<file path="src/sv/sdap_udiv.sv">
// sdap_udiv: pipelined restoring divider, (num << F) / den for num <= den.
// One quotient bit per stage, F+1 stages. No dependencies.
`default_nettype none

module sdap_udiv #(
  parameter int W = 23,
  parameter int F = 16
) (
  input  logic         clk,
  input  logic         en,
  input  logic [W-1:0] num,
  input  logic [W-1:0] den,
  output logic [F:0]   quo
);

  logic [W-1:0] rem_q [F+1];
  logic [W-1:0] den_q [F+1];
  logic [F:0]   quo_q [F+1];

  for (genvar j = 0; j <= F; j++) begin : g_stage
    logic [W:0]   t;
    logic [W-1:0] dd;
    logic [F:0]   qin;
    logic [W:0]   diff;
    logic         ge;

    if (j == 0) begin : g_first
      assign t   = {1'b0, num};
      assign dd  = den;
      assign qin = '0;
    end else begin : g_rest
      assign t   = {rem_q[j-1], 1'b0};
      assign dd  = den_q[j-1];
      assign qin = quo_q[j-1];
    end

    assign ge   = t >= {1'b0, dd};
    assign diff = t - {1'b0, dd};

    always_ff @(posedge clk) begin
      if (en) begin
        rem_q[j] <= ge ? diff[W-1:0] : t[W-1:0];
        den_q[j] <= dd;
        quo_q[j] <= {qin[F-1:0], ge};
      end
    end
  end

  assign quo = quo_q[F];

endmodule

`default_nettype wire

</file>
<file path="config.mk">
export PLATFORM = sky130hd
export DESIGN_NAME = sdap_udiv
export DESIGN_NICKNAME = d
export VERILOG_FILES = /design/src/sv/sdap_udiv.sv
export SDC_FILE = /design/constraint.sdc
export NUM_CORES = 2
export LEC_CHECK = 0
export BUFFER_PORTS_ARGS = -buffer_cell sky130_fd_sc_hd__buf_2
export CAP_MARGIN = 10
export CORE_ASPECT_RATIO = 0.8
export CORE_UTILIZATION = 65
export CTS_BUF_LIST = sky130_fd_sc_hd__clkbuf_16
export DETAILED_ROUTE_END_ITERATION = 10
export PLACE_DENSITY_LB_ADDON = 0.1
export RECOVER_POWER = 50
export SYNTH_ARGS = -nofsm -noshare
export SYNTH_HDL_FRONTEND = slang
export SYNTH_SLANG_ARGS = --single-unit
</file>
<file path="constraint.sdc">
create_clock -name clk -period 9.6 [get_ports clk]
set_input_delay 0.48 -clock clk [delete_from_list [all_inputs] [get_ports clk]]
set_output_delay 0.48 -clock clk [all_outputs]
set_load 0.03 [all_outputs]
</file>
* Word-level counts from Yosys, hierarchy flattened
Memory sizes are Yosys's and may differ from the RTL's.
Cells that the tools add are included.
** Word-level totals
- Bits in registers :: 0
- Word-level logic and storage cells :: 56
- Bits in writable memories :: 1071
- Output and inout bits :: 17
- Memories :: 3
** Memories
- den_q :: words 17, bits a word 23, rd ports 16, clocked after Yosys merged registers in 0, write ports 17, RTL line 17 : logic [W-1:0] den_q [F+1];
- rem_q :: words 17, bits a word 23, rd ports 16, clocked after Yosys merged registers in 0, write ports 17, RTL line 16 : logic [W-1:0] rem_q [F+1];
- quo_q :: words 17, bits a word 17, rd ports 17, clocked after Yosys merged registers in 0, write ports 17, RTL line 18 : logic [F:0] quo_q [F+1];
** Cells by class
- Order comparisons :: 17
- Mux-type cells :: 19
- Add/sub/neg operators :: 17
** Operators with widths (number)
- 23-bit two-way mux :: 17
- 23-bit subtractor :: 17
- 24-bit by 23-bit greater-or-equal comparator with 1-bit output :: 16
- 23-bit greater-or-equal comparator :: 1
- 1-bit two-way mux :: 2

* Longest topological paths before layout
An unclocked memory read counts as a cell.
- Word-level depth :: 3
- Gate-level depth with buffers :: 13
- Gate-level depth less buffers :: 13

* Worst setup path before layout
No wires, ideal clock.
- Kind :: register to register
- Start :: mem rem_q[3][0], in the netlist rem_q[0][69]
- End :: mem rem_q[4][14], in the netlist rem_q[0][106] (data pin)
- Library setup time :: 0.260 ns
- Cell stages (with the launch flop) :: 12
- Arrival time :: 3.076 ns
- Data required time :: 9.340 ns
- Clock period less this slack :: 3.336 ns
- Setup slack :: 6.264 ns
- Cell sequence :: edfxtp_1 fa_1 a21oi_1 o21ai_0 o22ai_2 o21ai_2 o41a_4 a311oi_2 o21ai_2 a41oi_4 buf_8 mux2_4
** RTL lines (RTL line)
- start: declaration :: 16

==> summary.md <==
| Metric | Value |
|---|---|
| Crit path max fanout | 103 |
| Post-layout net count | between 4k and 5k |
| Io pins | 65 |
| Clock transition at path regs | about 0.060 ns |
| Final slew viol count | 182 |
| Worst Setup End Kind | register |
| Synthesized area | ~50000 sq um |
| Grt ovf | 0 |
| Post-route cell area | around 55000 sq um |
| Routed Antenna Nets | 0 |
| Ys async rst share | 0% |
| Gr usage total | around 27% |
| Avg Inst Size Synth | about 12 sq um |
| Tcrit/Tclk final | 66.3% |
| DP Area | about 52000 sq um |
| Largest net degree at the start of global routing | between 150 and 200 |
| Final hold viol count | 0 |
| Routed len/inst | roughly 19 um |
| Top_reg_cell synth | edfxtp_1 |
| Worst-Skew Late Latency | 0.67 ns |
| Flops & latches, synth | about 890 |
| Chip height | ~250 um |
| CP arrival | approximately 6.6 ns |
| Final HPWL DP | approximately 75000 um |
| DRT Pass-1 Iters | 5 |
| Static Leak | roughly 23 nW |
| Global-route wire length before repair | between 150000 and 200000 um |
| Final setup viols | 0 |
| Placer Congestion | 0.941 |
| N_diodes | 0 |
| Mapped Cells | about 4.3k |
| Status | finished with violations |
| Filler cell count in the final layout | between 5k and 6k |
| Worst slew pin tran | between 5 and 6 ns |
| Post-layout minimum cycle time | between 6 and 7 ns |
| Worst setup path start | en |
| Required @ worst endpoint | 9.85 ns |
| Die width | approximately 310 um |
| Max-cap violation count | 2 |
| CP cell instances | clkbuf_1, clkbuf_2 |
| Kind of critical path | in2reg |
| Synth cell types | 103 |
| Port bufs | 64 |
| Root Buffer | clkbuf_16 |
| Layout cell share with drive strength beyond 1 | between 8 and 9% |
| Row count | 90 |
| Postcts setup bufs | 0 |
| CP bufs+invs | 2 |
| H-Tree Level Count | 3 |
| Violated checks | max-capacitance violations, max-slew violations |
| Post-synthesis sequential area ratio | between 50% and 60% |
| CTS tree | built |
| Drt drc | 0 |
| Initial Util | about 66% |
| Core outline area | 75800 sq um |
| RSZ-0062 raised after global routing | false |
| Total negative setup slack | 0 ns |
| CTS Buf Count | 88 |
| Final core occ | just over 70% |
| Clock Path Buffers | 3 |
| Final wirelength | ~100000 um |
| VDD IR-drop max | about 170 uV |
| Slowest cell delay on critical path | 3.91 ns |
| Inst Count DP | 5309 |
| Area grow syn2layout | 9.02% |
| Clock Skews | 0.0199 ns |
| Warnings, synthesis | 0 |
| Min-delay worst type | in2reg |
| EDFF count, synth | between 800 and 900 |
| Post-synth net total | about 4.7k |
| Power Density | between 300 and 400 nW/um^2 |
| HP Start | num[12] |
| Slew HR | -283% |
| Die Area | a little under 80000 sq um |
| Crit Reg-Reg Startpoint | rem_q[0][253] |
| TritonCTS Sinks | ~890 |
| Non-filler cells, final | ~5.5k |
| Via count | roughly 33k |
| Crit-path leading delay family | buffers and inverters |
| Crit start category | input port |
| Slowest CP cell | clkbuf_1 |
| Initial antenna violation count | 1 |
| Vias per std cell | roughly 6.0 |
| Fmax | roughly 160 MHz |
| Iter 0 DRT Violations | approximately 3.2k |
| Vias in the first global route | just over 30k |
==> kinds of logic after synthesis <==
logic type / share of synthesized area, %
and+or+nand+nor: 8.36
buffers and inverters: 4.22
DFF: 53.3
xor gates and xnor gates: 5.20
muxes: 4.27
adders and majority gates: 10.4
AOI/OAI and AO/OA: 14.2
==> sequential cells by signal, summed over array words and instances (netlist names) <==
signal and flops:
den_q 368, quo_q 153, rem_q 368
==> cells in the mapped netlist, types with 23 or more instances <==
master | n | area share (%)
nor2b_1 | 52 | 0.65
edfxtp_1 | 889 | 53
ha_1 | 390 | 9.7
nand2b_1 | 61 | 0.76
o21bai_1 | 31 | 0.46
o31ai_1 | 23 | 0.34
o211ai_1 | 23 | 0.34
nor2_1 | 232 | 1.7
o21ai_0 | 252 | 2.5
xnor2_1 | 177 | 3.1
nor3_1 | 53 | 0.53
nand3_1 | 51 | 0.51
a31oi_1 | 42 | 0.52
mux2_2 | 145 | 3.3
and3_1 | 34 | 0.42
or3_1 | 27 | 0.34
a21o_1 | 176 | 2.6
nand4_1 | 43 | 0.54
a21oi_1 | 328 | 3.3
o21a_1 | 49 | 0.73
xor2_1 | 120 | 2.1
clkbuf_1 | 43 | 0.32
inv_1 | 469 | 3.5
nand2_1 | 240 | 1.8
a211oi_1 | 24 | 0.36
==> report_power, final <==
part	internal, W	switching [W]	total (W)
logic	0.00370	0.00449	0.00819
clock network	0.00195	0.00151	0.00346
registers	0.00578	0.000668	0.00645
total	0.0114	0.00667	0.0181
==> metal layers <==
| layer | track usage, % | share of wire (%) |
|---|---|---|
| met4 | 6.92 | 2.2 |
| met2 | 37.8 | 41 |
| met5 | 0 | 0 |
| met1 | 41.9 | 48 |
| met3 | 6.70 | 9.0 |
==> stage by stage <==
step | hold WS (ns) | power [W] | setup slack (ns)
2_1_floorplan | 0.400 | 0.0126 | 6.26
3_3_place_gp | 0.401 | 0.0143 | 5.47
3_5_place_dp | 0.405 | 0.0144 | 5.36
4_1_cts | 0.00413 | 0.0180 | 5.30
5_1_grt | 0.0647 | 0.0192 | 2.75
6_report | 0.0991 | 0.0181 | 3.24
==> placed cells by master, fill, tap and decap left out, drive strengths merged, types with 176 or more instances in the layout <==
cell,synthesis,final
a21o,176,176
a21oi,329,329
edfxtp,889,889
ha,390,390
inv,469,484
mux2,182,182
nand2,240,240
nor2,233,233
o21ai,257,257
xnor2,177,177
==> worst min-delay path, cell delays in order <==
cell,delay [ns]
buf_2,0.09
nand2_1,0.04
o21ai_0,0.05
==> worst paths after layout <==
path	to	slack (ns)	cells past startpoint
setup / recovery	rem_q[0][6]	3.24	2
hold / removal	rem_q[0][12]	0.1	3
setup reg to reg	rem_q[0][287]	5.35	10
hold reg to reg	quo_q[0][281]	0.40	0
==> layout make-up <==
type / count / area, sq um / area share (%)
Clock buffer: 88 / 2200 / 4.03
Clock inverter: 70 / 663 / 1.21
Inverter: 470 / 1760 / 3.23
Multi-Input combinational cell: 2852 / 21300 / 39.0
Sequential cell: 889 / 26700 / 48.9
Tap cell: 1012 / 1270 / 2.32
Timing Repair Buffer: 108 / 687 / 1.26
==> what timing repair did <==
action / 4_1_cts / 5_1_grt
resized for setup: 0 / 0
hold buffers: 22 / 0
endpoints found under the hold margin: 22 / 0
(Power assumes the default switching activity.)
